File: config.mk
export PLATFORM = sky130hd
export DESIGN_NAME = sensor_scratchpad_check_decode
export DESIGN_NICKNAME = d
export VERILOG_FILES = /design/src/sv/sspc_pkg.sv /design/src/sv/sspc_front.sv /design/src/sv/sspc_queue.sv /design/src/sv/sspc_back.sv /design/src/sv/sensor_scratchpad_check_decode.sv
export SDC_FILE = /design/constraint.sdc
export NUM_CORES = 1
export LEC_CHECK = 0
export ABC_AREA = 1
export ABC_CLOCK_PERIOD_IN_PS = 4150
export CAP_MARGIN = 10
export CELL_PAD_IN_SITES_DETAIL_PLACEMENT = 1
export CELL_PAD_IN_SITES_GLOBAL_PLACEMENT = 1
export CORE_MARGIN = 8
export CORE_UTILIZATION = 47
export CTS_CLUSTER_SIZE = 24
export DETAILED_ROUTE_END_ITERATION = 10
export DONT_BUFFER_PORTS = 1
export PLACE_DENSITY_LB_ADDON = 0.1
export SYNTH_ARGS = -nofsm -noshare
export SYNTH_HDL_FRONTEND = slang
export SYNTH_SLANG_ARGS = --single-unit
File: constraint.sdc
create_clock -name clk -period 4.15 [get_ports clk]
set_input_delay 0.6225 -clock clk [delete_from_list [all_inputs] [get_ports clk]]
set_output_delay 0.6225 -clock clk [all_outputs]
set_load 0.02 [all_outputs]
File: src/sv/sspc_pkg.sv
// ----------------------------------------------------------------------------
// sspc_pkg
// Types, constants and the byte-wide CRC-8 shared by the scratchpad check
// and decode blocks.
// ----------------------------------------------------------------------------
package sspc_pkg;

	localparam int FRAME_BYTES   = 9;
	localparam int KEEP_BYTES    = FRAME_BYTES - 1;
	localparam int POS_W         = 4;
	localparam int KEEP_IDX_W    = $clog2(KEEP_BYTES);
	localparam int QUEUE_DEPTH   = 2;
	localparam int QPTR_W        = (QUEUE_DEPTH > 1) ? $clog2(QUEUE_DEPTH) : 1;
	localparam int QCNT_W        = $clog2(QUEUE_DEPTH + 1);
	localparam int FRACTION_STEP = 10000 / 16;
	localparam int WHOLE_W       = 12;
	localparam int FRAC_W        = 14;
	localparam int CFG_IDX_W     = 3;

	localparam logic [7:0] CRC_POLY = 8'h8C;

	localparam logic [7:0] RST_ALARM_HIGH = 8'd0;
	localparam logic [7:0] RST_ALARM_LOW  = 8'd0;
	localparam logic [7:0] RST_RESOLUTION = 8'd127;
	localparam logic [7:0] RST_RESERVED_A = 8'd255;
	localparam logic [7:0] RST_RESERVED_B = 8'd16;

	typedef enum logic [CFG_IDX_W-1:0] {
		REG_ALARM_HIGH = 3'd0,
		REG_ALARM_LOW  = 3'd1,
		REG_RESOLUTION = 3'd2,
		REG_RESERVED_A = 3'd3,
		REG_RESERVED_B = 3'd4
	} reg_index_t;

	typedef enum logic [2:0] {
		ST_OK         = 3'd0,
		ST_CRC        = 3'd1,
		ST_BYTE5      = 3'd2,
		ST_BYTE7      = 3'd3,
		ST_RESOLUTION = 3'd4,
		ST_BYTE2      = 3'd5,
		ST_BYTE3      = 3'd6
	} status_t;

	typedef struct packed {
		logic [7:0] alarm_high;
		logic [7:0] alarm_low;
		logic [7:0] resolution;
		logic [7:0] reserved_a;
		logic [7:0] reserved_b;
	} cfg_t;

	typedef struct packed {
		logic       crc_ok;
		logic [7:0] temp_lsb;
		logic [7:0] temp_msb;
		logic [7:0] alarm_high;
		logic [7:0] alarm_low;
		logic [7:0] resolution;
		logic [7:0] reserved_a;
		logic [7:0] reserved_b;
	} frame_t;

	function automatic logic [7:0] crc8_byte(input logic [7:0] crc, input logic [7:0] b);
		logic [7:0] c;
		c = crc;
		for (int k = 0; k < 8; k++) begin
			if (c[0] ^ b[k]) begin
				c = (c >> 1) ^ CRC_POLY;
			end else begin
				c = c >> 1;
			end
		end
		return c;
	endfunction

endpackage

File: src/sv/sspc_front.sv
// ----------------------------------------------------------------------------
// sspc_front
// Takes scratchpad bytes, tracks the frame position and running CRC, keeps
// the bytes and pushes one frame record into the queue on the ninth byte.
// ----------------------------------------------------------------------------
module sspc_front
	import sspc_pkg::*;
(
	input  logic       clk,
	input  logic       arst_n,
	input  logic       byte_valid,
	output logic       byte_stall,
	input  logic [7:0] data_byte,
	input  logic       frame_start,
	input  logic       queue_full,
	output logic       push,
	output frame_t     push_frame
);

	logic [POS_W-1:0] pos_q;
	logic [7:0]       crc_q;
	logic [7:0]       bytes_q [KEEP_BYTES];

	logic             accept;
	logic [POS_W-1:0] pos_eff;
	logic [7:0]       crc_in;
	logic [7:0]       crc_next;
	logic             last;

	assign byte_stall = queue_full;
	assign accept     = byte_valid && !queue_full;
	assign pos_eff    = (frame_start || pos_q >= POS_W'(FRAME_BYTES)) ? '0 : pos_q;
	assign crc_in     = (pos_eff == '0) ? 8'h00 : crc_q;
	assign crc_next   = crc8_byte(crc_in, data_byte);
	assign last       = (pos_eff == POS_W'(FRAME_BYTES - 1));
	assign push       = accept && last;

	always_comb begin
		push_frame.crc_ok     = (crc_next == 8'h00);
		push_frame.temp_lsb   = bytes_q[0];
		push_frame.temp_msb   = bytes_q[1];
		push_frame.alarm_high = bytes_q[2];
		push_frame.alarm_low  = bytes_q[3];
		push_frame.resolution = bytes_q[4];
		push_frame.reserved_a = bytes_q[5];
		push_frame.reserved_b = bytes_q[7];
	end

	always_ff @(posedge clk or negedge arst_n) begin
		if (!arst_n) begin
			pos_q <= '0;
			crc_q <= '0;
		end else if (accept) begin
			if (last) begin
				pos_q <= '0;
				crc_q <= '0;
			end else begin
				pos_q <= pos_eff + POS_W'(1);
				crc_q <= crc_next;
			end
		end
	end

	always_ff @(posedge clk) begin
		if (accept && !last) begin
			bytes_q[pos_eff[KEEP_IDX_W-1:0]] <= data_byte;
		end
	end

endmodule

File: src/sv/sspc_queue.sv
// ----------------------------------------------------------------------------
// sspc_queue
// Short frame queue between the byte front end and the check back end.
// ----------------------------------------------------------------------------
module sspc_queue
	import sspc_pkg::*;
(
	input  logic   clk,
	input  logic   arst_n,
	input  logic   push,
	input  frame_t push_frame,
	output logic   full,
	input  logic   pop,
	output logic   not_empty,
	output frame_t pop_frame
);

	frame_t              mem_q [QUEUE_DEPTH];
	logic [QPTR_W-1:0]   wr_q;
	logic [QPTR_W-1:0]   rd_q;
	logic [QCNT_W-1:0]   cnt_q;

	logic do_push;
	logic do_pop;

	assign full      = (cnt_q == QCNT_W'(QUEUE_DEPTH));
	assign not_empty = (cnt_q != '0);
	assign do_push   = push && !full;
	assign do_pop    = pop && not_empty;
	assign pop_frame = mem_q[rd_q];

	always_ff @(posedge clk or negedge arst_n) begin
		if (!arst_n) begin
			wr_q  <= '0;
			rd_q  <= '0;
			cnt_q <= '0;
		end else begin
			if (do_push) begin
				wr_q <= (wr_q == QPTR_W'(QUEUE_DEPTH - 1)) ? '0 : wr_q + QPTR_W'(1);
			end
			if (do_pop) begin
				rd_q <= (rd_q == QPTR_W'(QUEUE_DEPTH - 1)) ? '0 : rd_q + QPTR_W'(1);
			end
			if (do_push && !do_pop) begin
				cnt_q <= cnt_q + QCNT_W'(1);
			end else if (do_pop && !do_push) begin
				cnt_q <= cnt_q - QCNT_W'(1);
			end
		end
	end

	always_ff @(posedge clk) begin
		if (do_push) begin
			mem_q[wr_q] <= push_frame;
		end
	end

endmodule

File: src/sv/sspc_back.sv
// ----------------------------------------------------------------------------
// sspc_back
// Checks the CRC of one queued frame and its expected bytes, decodes the
// temperature and holds the result in an output register.
// ----------------------------------------------------------------------------
module sspc_back
	import sspc_pkg::*;
(
	input  logic               clk,
	input  logic               arst_n,
	input  cfg_t               cfg,
	input  logic               frame_avail,
	input  frame_t             frame,
	output logic               pop,
	output logic               result_valid,
	input  logic               result_stall,
	output logic [2:0]         status,
	output logic               rewrite_request,
	output logic               negative,
	output logic [WHOLE_W-1:0] whole_degrees,
	output logic [FRAC_W-1:0]  fraction_ten_thousandths
);

	logic               valid_q;
	status_t            status_q;
	logic               rewrite_q;
	logic               neg_q;
	logic [WHOLE_W-1:0] whole_q;
	logic [FRAC_W-1:0]  frac_q;

	logic               load;
	status_t            st;
	logic               sign;
	logic [15:0]        raw;
	logic [15:0]        mag;
	logic [FRAC_W-1:0]  frac;
	logic               ok;

	assign load = !valid_q || !result_stall;
	assign pop  = frame_avail && load;

	always_comb begin
		priority if (!frame.crc_ok) begin
			st = ST_CRC;
		end else if (frame.reserved_a != cfg.reserved_a) begin
			st = ST_BYTE5;
		end else if (frame.reserved_b != cfg.reserved_b) begin
			st = ST_BYTE7;
		end else if (frame.resolution != cfg.resolution) begin
			st = ST_RESOLUTION;
		end else if (frame.alarm_high != cfg.alarm_high) begin
			st = ST_BYTE2;
		end else if (frame.alarm_low != cfg.alarm_low) begin
			st = ST_BYTE3;
		end else begin
			st = ST_OK;
		end
	end

	assign ok   = (st == ST_OK);
	assign raw  = {frame.temp_msb, frame.temp_lsb};
	assign sign = frame.temp_msb[7];
	assign mag  = sign ? (~raw + 16'd1) : raw;
	assign frac = FRAC_W'(mag[3:0]) * FRAC_W'(FRACTION_STEP);

	always_ff @(posedge clk or negedge arst_n) begin
		if (!arst_n) begin
			valid_q <= 1'b0;
		end else if (load) begin
			valid_q <= frame_avail;
		end
	end

	always_ff @(posedge clk) begin
		if (pop) begin
			status_q  <= st;
			rewrite_q <= (st == ST_RESOLUTION) || (st == ST_BYTE2) || (st == ST_BYTE3);
			neg_q     <= ok && sign;
			whole_q   <= ok ? mag[15:4] : '0;
			frac_q    <= ok ? frac : '0;
		end
	end

	assign result_valid             = valid_q;
	assign status                   = status_q;
	assign rewrite_request          = rewrite_q;
	assign negative                 = neg_q;
	assign whole_degrees            = whole_q;
	assign fraction_ten_thousandths = frac_q;

endmodule

File: src/sv/sensor_scratchpad_check_decode.sv
// path: after the ninth byte's transfer, a result passes through the frame queue and
// then the output register, which it enters when the output register is free
// throughput: one byte per cycle; a frame queue of two entries lets bytes
// keep flowing while a result waits, bytes stall only when the queue is full
// reset: position, crc, queue and output valid cleared; expected values set
// to 0, 0, 127, 255, 16
// ----------------------------------------------------------------------------
// sensor_scratchpad_check_decode
// Scratchpad CRC check and temperature decode for a 1-Wire temperature
// sensor: byte front end, frame queue and check back end.
// ----------------------------------------------------------------------------
module sensor_scratchpad_check_decode
	import sspc_pkg::*;
(
	input  logic                 clk,
	input  logic                 arst_n,
	input  logic                 cfg_we,
	input  logic [CFG_IDX_W-1:0] cfg_index,
	input  logic [7:0]           cfg_data,
	input  logic                 byte_valid,
	output logic                 byte_stall,
	input  logic [7:0]           data_byte,
	input  logic                 frame_start,
	output logic                 result_valid,
	input  logic                 result_stall,
	output logic [2:0]           status,
	output logic                 rewrite_request,
	output logic                 negative,
	output logic [WHOLE_W-1:0]   whole_degrees,
	output logic [FRAC_W-1:0]    fraction_ten_thousandths
);

	cfg_t   cfg_q;
	logic   queue_full;
	logic   push;
	frame_t push_frame;
	logic   pop;
	logic   not_empty;
	frame_t pop_frame;

	always_ff @(posedge clk or negedge arst_n) begin
		if (!arst_n) begin
			cfg_q.alarm_high <= RST_ALARM_HIGH;
			cfg_q.alarm_low  <= RST_ALARM_LOW;
			cfg_q.resolution <= RST_RESOLUTION;
			cfg_q.reserved_a <= RST_RESERVED_A;
			cfg_q.reserved_b <= RST_RESERVED_B;
		end else if (cfg_we) begin
			unique case (cfg_index)
				REG_ALARM_HIGH: cfg_q.alarm_high <= cfg_data;
				REG_ALARM_LOW:  cfg_q.alarm_low  <= cfg_data;
				REG_RESOLUTION: cfg_q.resolution <= cfg_data;
				REG_RESERVED_A: cfg_q.reserved_a <= cfg_data;
				REG_RESERVED_B: cfg_q.reserved_b <= cfg_data;
				default: begin
				end
			endcase
		end
	end

	sspc_front u_front (
		.clk        (clk),
		.arst_n     (arst_n),
		.byte_valid (byte_valid),
		.byte_stall (byte_stall),
		.data_byte  (data_byte),
		.frame_start(frame_start),
		.queue_full (queue_full),
		.push       (push),
		.push_frame (push_frame)
	);

	sspc_queue u_queue (
		.clk       (clk),
		.arst_n    (arst_n),
		.push      (push),
		.push_frame(push_frame),
		.full      (queue_full),
		.pop       (pop),
		.not_empty (not_empty),
		.pop_frame (pop_frame)
	);

	sspc_back u_back (
		.clk                     (clk),
		.arst_n                  (arst_n),
		.cfg                     (cfg_q),
		.frame_avail             (not_empty),
		.frame                   (pop_frame),
		.pop                     (pop),
		.result_valid            (result_valid),
		.result_stall            (result_stall),
		.status                  (status),
		.rewrite_request         (rewrite_request),
		.negative                (negative),
		.whole_degrees           (whole_degrees),
		.fraction_ten_thousandths(fraction_ten_thousandths)
	);

endmodule

==> out/results.txt, run 1 <==
Routed WL per cell: 19.73 um
Util after Layout: 53.17%
Clock buffer depth: 3
Vias in the first global route: 7,205
Most frequent cells in the layout: nand2_1, edfxtp_1, inv_1, o21ai_0, nor2_1
Max-cap viol count: 0
Worst-Margin Slew: 1.117 ns
Routed wire length: 25,290 um
Final WS setup: 0.3452 ns
DIE HEIGHT: 168.8 um
Die W: 168.8 um
Initial antenna violation count: 0
Clock sinks: 257
Hold Crit Start: data_byte[7]
Most common cell after layout, fill and taps aside: nand2_1
Post-Layout Inst Area: 12,330 sq um
Post-Place Setup Slack: 0.2978 ns
Pwr dens: 715.2 nW/um^2
GRT Overall Usage: 18.16%
R2R Path End: u_back.fraction_ten_thousandths[12]$_SDFFCE_PP0P_
Seq/Total Area, Yosys: 67.89%
Synth Area in Adders: 2.485%
H-tree Lvls: 1
Arr. time, crit path: 4.08 ns
Peak VDD IR: 0.2765 mV
Sequential Area: 7453 sq um
Count of final max-slew check failures: 0
Crit end category: flip-flop
ANT nets after route: 0
Routed vias: 6,609
Final setup fails: 0
Layout cells sized above 1: 11.94%
FP Rows: 56
Xor and xnor area share after synthesis: 5.335%
Post-synthesis mux area share: 0.2736%
Filler cells: 2,368
Root buffer cell: clkbuf_16
Placer Congestion: 0.8390
Synth Area in Simple Gates: 16.03%
Multi-input logic area: 3127 sq um
Hold EP: u_front.bytes_q[2][7]$_DFFE_PP_
Beginning of the worst register-to-register path: u_queue.rd_q$_DFFE_PN0P_
Clk_lat worst skew: 0.54 ns
R2R depth: 15
Mapped Area: 10,980 sq um
Complex-gate fraction of the synthesized area: 4.206%
Critical path type: flip-flop to flip-flop
I/O Buffers: 0
RSZ-0062 raised after global routing: false
Post-DP Area: 11,310 sq um
Synthesized instance count: 919
Total CTS buffers: 28
Final Hold Viols: 0
Minimum clock period: 3.805 ns
Ant. Diodes: 0
Flops & latches, synth: 257
Gr ovfl total: 0
Hold path depth: 0
Slew HR: 25.44%
Via-per-instance ratio: 5.155
IO Count: 58
Worst-path clk slew: 0.06 ns
Worst Hold Margin: 0.1805 ns
Crit path launch type: flip-flop
TritonRoute pass-1 iters: 5
Synth-to-Final Area Change: 12.34%
Warnings from Yosys: 0
Largest net degree at the start of global routing: 58
Largest family of logic cells by synthesized area: simple AND/OR/NAND/NOR gates
Leakage: 4.924 nW
Syn avg cell area: 11.94 sq um
Critical path peak fanout: 14
Clk_skew: 0.02211 ns
CTS tree: yes
First-pass GRT wire length: 40,450 um
Die ar.: 28,500 sq um
Starting Density: 47.33%
R2R setup slack: 0.35 ns
Period utilization: 91.68%
Post-DP HPWL: 17,350 um
# DRC: 0
Net count, final: 986
Worst EP required: 4.43 ns
Core ar.: 23,190 sq um
Status: complete, no violations
Netlist cell types: 43
Post-synth net total: 964
Achievable Freq: 0.2628 GHz
Iteration-0 DRC Markers: 439
Hold Crit Class: input pin to flip-flop
-- worst max-delay path, cell delays in order (launching register included) --
cell and delay [ns]:
dfrtp_2 0.45, inv_4 0.11, or2_1 0.23, o21ai_2 0.11
ha_1 0.27, nand2_1 0.07, o21ai_0 0.26, fa_1 0.54
ha_1 0.35, fa_1 0.47, nand3_1 0.11, nand2_1 0.09
a21oi_1 0.14, nor2_1 0.07, xnor2_1 0.11, and3_1 0.18
-- sequential cells by signal, indices dropped and copies added (netlist names) --
name                             flops
u_queue.mem_q                      114
u_front.bytes_q                     56
cfg_q                               40
u_back.fraction_ten_thousandths     13
u_back.whole_degrees                12
u_front.crc_q                        8
u_front.pos_q                        4
u_back.status                        3
u_queue.cnt_q                        2
u_back.negative                      1
u_back.result_valid                  1
u_back.rewrite_request               1
u_queue.rd_q                         1
u_queue.wr_q                         1
-- routing by layer --
layer | GRT usage (%) | routed length, um | vias to the layer above
met5 | 0 | 0 | -
met4 | 4.775 | 488 | 0
met3 | 3.797 | 1191 | 34
met2 | 29.60 | 11850 | 118
met1 | 24.41 | 11760 | 3317
li1 | - | - | 3140
-- where the power goes --
part / switching [mW] / internal, mW
combinational: 1.74 / 0.922
sequential: 0.359 / 3.18
clock: 0.998 / 1.62
-- kinds of logic after synthesis --
group,count (synthesis)
AO/OA/AOI/OAI,82
adder cells (fa/ha/maj),20
multiplexers,3
AND/OR/NAND/NOR,406
XOR/XNOR,66
buffers and inverters,85
flip-flops,257
-- worst max path at each step --
stage,start,end,slack (ns)
floorplan,frame_start,u_queue.mem_q[0][0]$_DFFE_PP_,-0.11
detailed placement,u_queue.rd_q$_DFFE_PN0P_,u_back.fraction_ten_thousandths[12]$_SDFFCE_PP0P_,0.30
global placement,u_queue.rd_q$_DFFE_PN0P_,u_back.fraction_ten_thousandths[12]$_SDFFCE_PP0P_,0.45
CTS,u_queue.rd_q$_DFFE_PN0P_,u_back.fraction_ten_thousandths[12]$_SDFFCE_PP0P_,0.30
finish,u_queue.rd_q$_DFFE_PN0P_,u_back.fraction_ten_thousandths[12]$_SDFFCE_PP0P_,0.35
global route,u_queue.rd_q$_DFFE_PN0P_,u_back.fraction_ten_thousandths[12]$_SDFFCE_PP0P_,0.05
-- repair_timing --
action | CTS | global route
resized for setup | 0 | 1
endpoints found under the hold margin | 57 | 0
hold buffers | 2 | 0
setup endpoints to repair | 0 | 2
setup buffers | 0 | 0
-- synthesized netlist by cell type, drive strengths merged --
library cell,n,area (sq um)
inv,63,239.0
and2,1,6.260
nor3,18,151.4
mux2i,3,30.03
o21ai,69,375.4
o21bai,1,7.510
or2,9,56.30
and3,8,50.05
or3,1,6.260
nand4,9,56.30
nand3,33,165.2
clkbuf,5,18.77
nor2,50,202.7
edfxtp,200,6006
nand2,272,1028
ha,17,212.7
xor2,33,296.5
nor4,1,6.260
a31oi,1,6.260
buf,17,157.7
a21o,2,15.01
dfstp,16,420.4
dfrtp,41,1026
nand3b,4,30.03
xnor2,33,289.0
o22ai,1,6.260
fa,3,60.06
a21oi,8,51.30
-- cell type report --
class / count / share of cell area, %
sequential: 257 / 60.44
multi-input combinational: 577 / 25.36
clock buffer: 35 / 6.230
tap: 319 / 3.237
inverter: 63 / 1.938
clock inverter: 17 / 1.765
timing repair buffer: 14 / 1.035
-- metrics by stage --
stage	std cells	TNS, ns	total power, mW
floorplan	919	-12.46	5.585
global placement	1228	0	6.090
detailed placement	1228	0	6.257
CTS	1282	0	8.919
global route	1282	0	9.384
finish	1282	0	8.820
No activity file was read; power rests on OpenSTA's default activity.
==> run 2: changes to the inputs <==
--- a/config.mk
+++ b/config.mk
@@ -6,16 +6,16 @@
 export NUM_CORES = 1
 export LEC_CHECK = 0
 export ABC_AREA = 1
-export ABC_CLOCK_PERIOD_IN_PS = 4150
+export ABC_CLOCK_PERIOD_IN_PS = 4950
 export CAP_MARGIN = 10
 export CELL_PAD_IN_SITES_DETAIL_PLACEMENT = 1
 export CELL_PAD_IN_SITES_GLOBAL_PLACEMENT = 1
 export CORE_MARGIN = 8
-export CORE_UTILIZATION = 47
+export CORE_UTILIZATION = 56
 export CTS_CLUSTER_SIZE = 24
 export DETAILED_ROUTE_END_ITERATION = 10
 export DONT_BUFFER_PORTS = 1
-export PLACE_DENSITY_LB_ADDON = 0.1
+export PLACE_DENSITY = 0.82
 export SYNTH_ARGS = -nofsm -noshare
 export SYNTH_HDL_FRONTEND = slang
 export SYNTH_SLANG_ARGS = --single-unit
==> constraint.sdc (replaced) <==
create_clock -name clk -period 4.95 [get_ports clk]
set_input_delay 0.7425 -clock clk [delete_from_list [all_inputs] [get_ports clk]]
set_output_delay 0.7425 -clock clk [all_outputs]
set_load 0.02 [all_outputs]
==> run 2 against run 1 <==
  * Clock skew fell by 0.011 ns
  * Routed wire length barely moved
  * Global-route usage up 3.2 points
  * Non-clock buffer count decreased by 3
  * Sequential power decreased by 16%
  * Maximum frequency shrank 6.6%
  * Critical path depth down 2
  * First-iteration DRC count down 15%
  * Final area down 2.2%
  * Via count rose by 1.4%
==> out/results.txt, run 2 (synthesis gave the netlist of run 1 again) <==
RSZ-0062 raised after global routing: false
Delay-heaviest family, CP: adder cells
Placer Congestion: 0.8222 (-2.0%)
TritonRoute pass-1 iters: 4 (-1)
Gr ovfl total: 0 (unchanged)
Vias in the first global route: 7,131 (-1.0%)
DIE HEIGHT: 156.0 um (-7.6%)
Worst Hold Margin: 0.06134 ns (-0.1192 ns)
Post-DP HPWL: 17,150 um (-1.2%)
Worst EP required: 5.22 ns (+0.79 ns)
Clk_lat worst skew: 0.53 ns (about the same)
IO Count: 58 (unchanged)
Final setup TNS: 0 ns (unchanged)
Routed vias: 6,703 (+1.4%)
Pwr dens: 583.0 nW/um^2 (-18%)
Achievable Freq: 0.2455 GHz (-6.6%)
Clock buffer depth: 3 (unchanged)
Status: complete, no violations
Largest net degree at the start of global routing: 58 (unchanged)
ANT nets after route: 0 (unchanged)
Period utilization: 82.28% (-9.4 points)
Hold Crit Class: input pin to async pin
Clock sinks: 257 (unchanged)
Routed wire length: 25,300 um (about the same)
Final Hold Viols: 0 (unchanged)
H-tree Lvls: 1 (unchanged)
Die W: 156.0 um (-7.6%)
Layout cells sized above 1: 10.67% (-1.3 points)
CTS tree: yes
Via-per-instance ratio: 5.490 (+6.5%)
Slowest cell on the critical path: o21ai_0
Critical path type: flip-flop to flip-flop
Net count, final: 981 (-0.51%)
Number of flip-flops in the largest register: 114 (unchanged)
Iteration-0 DRC Markers: 375 (-15%)
Peak VDD IR: 0.2372 mV (-14%)
Crit path launch type: flip-flop
Post-CTS setup buffer count: 0 (unchanged)
Die ar.: 24,340 sq um (-15%)
Root buffer cell: clkbuf_16
Minimum clock period: 4.073 ns (+0.2679 ns)
First-pass GRT wire length: 39,700 um (-1.8%)
Critical path peak fanout: 33 (+19)
Util after Layout: 62.37% (+9.2 points)
GRT Overall Usage: 21.38% (+3.2 points)
Max-cap viol count: 0 (unchanged)
Initial antenna violation count: 0 (unchanged)
Final setup fails: 0 (unchanged)
Routed WL per cell: 20.72 um (+5.0%)
Buf/Inv on CP: 2 (+1)
Starting Density: 56.77% (+9.4 points)
Total CTS buffers: 26 (-7.1%)
Worst-Margin Slew: 1.106 ns (-0.01145 ns)
Clk_skew: 0.01123 ns (-0.01088 ns)
Core ar.: 19,330 sq um (-17%)
FP Rows: 51 (-8.9%)
Ant. Diodes: 0 (unchanged)
I/O Buffers: 0 (unchanged)
Max incr delay on CP: 0.59 ns (+0.05 ns)
Most common cell after layout, fill and taps aside: nand2_1
Biggest register: u_queue.mem_q
Worst-path clk slew: 0.06 ns (about the same)
Slew HR: 26.21% (+0.76 points)
Count of final max-slew check failures: 0 (unchanged)
Crit end category: flip-flop
# DRC: 0 (unchanged)
CP cell instances: buf_4, o21ai_0, buf_4, o21ai_0, fa_1, ha_1, fa_1, nand3_1, nand2_1, a21oi_1, nor2_1, xnor2_1, and3_1
Synth-to-Final Area Change: 9.860%
Arr. time, crit path: 4.35 ns (+0.27 ns)
Leakage: 4.821 nW (-2.1%)
Most frequent cells in the layout: nand2_1, edfxtp_1, inv_1, o21ai_0, nor2_1
[run 2: cell types whose count changed in the layout (fill, tap and decap cells not counted), sizes merged]
| cell | previous run | this run |
|---|---|---|
| clkinvlp | 2 | 1 |
| clkinv | 10 | 7 |
| buf | 13 | 11 |
| bufinv | 5 | 0 |
| clkbuf | 35 | 40 |
| dlygate4sd3 | 1 | 0 |
[run 2: repair_timing]
item                      4_1_cts  5_1_grt
resized for setup               0        0
hold buffers                    1        0
hold endpoints to repair       41        0
[run 2: path summary, 6_finish.rpt]
path | start | to | slack (ns) | cells past startpoint
worst max register to register | u_queue.rd_q$_DFFE_PN0P_ | u_back.fraction_ten_thousandths[12]$_SDFFCE_PP0P_ | 0.88 | 13
worst min-delay path | arst_n | cfg_q[15]$_DFFE_PN1P_ | 0.06 | 0
min in group clk | data_byte[0] | u_front.bytes_q[0][0]$_DFFE_PP_ | 0.31 | 0
worst min register to register | u_front.bytes_q[4][6]$_DFFE_PP_ | u_queue.mem_q[1][22]$_DFFE_PP_ | 0.44 | 0
max in group asynchronous | arst_n | cfg_q[25]$_DFFE_PN0P_ | 4.66 | 1
worst max-delay path | u_queue.rd_q$_DFFE_PN0P_ | u_back.fraction_ten_thousandths[12]$_SDFFCE_PP0P_ | 0.88 | 13
[run 2: layout make-up]
cell class / instances / area [sq um]
flip-flops and latches: 257 / 7453
fillers: 1953 / 7276
multi-input cells: 577 / 3124
clock buffers: 40 / 764.5
well taps: 265 / 331.6
inverters: 63 / 239.0
repair buffers: 11 / 102.6
clock inverters: 8 / 43.79
[run 2: per-stage QoR]
stage | worst slack [ns] | total power, mW | cells | instance area, sq um
global placement | 1.081 | 5.084 | 1172 | 11220
global route | 0.6129 | 7.463 | 1221 | 12060
detailed placement | 0.9083 | 5.225 | 1172 | 11220
floorplan | 0.5707 | 4.682 | 919 | 10980
finish | 0.8773 | 7.030 | 1221 | 12060
CTS | 0.8777 | 7.089 | 1221 | 12060
[run 2: power by group]
group / total (mW) / leakage (nW) / internal, mW / switching [mW]
Clock: 1.83 / 0.395 / 1.06 / 0.766
Combinational: 2.23 / 1.91 / 0.755 / 1.48
Sequential: 2.97 / 2.52 / 2.67 / 0.302
[run 2: per-layer routing]
layer  track usage [%]  share of wire [%]  vias to the layer above
met2             35.56                 49                      171
met3             4.321                6.0                       42
met1             27.70                 43                     3355
met4             6.839                2.3                        0
li1                  -                  -                     3135
met5                 0                  0                        -
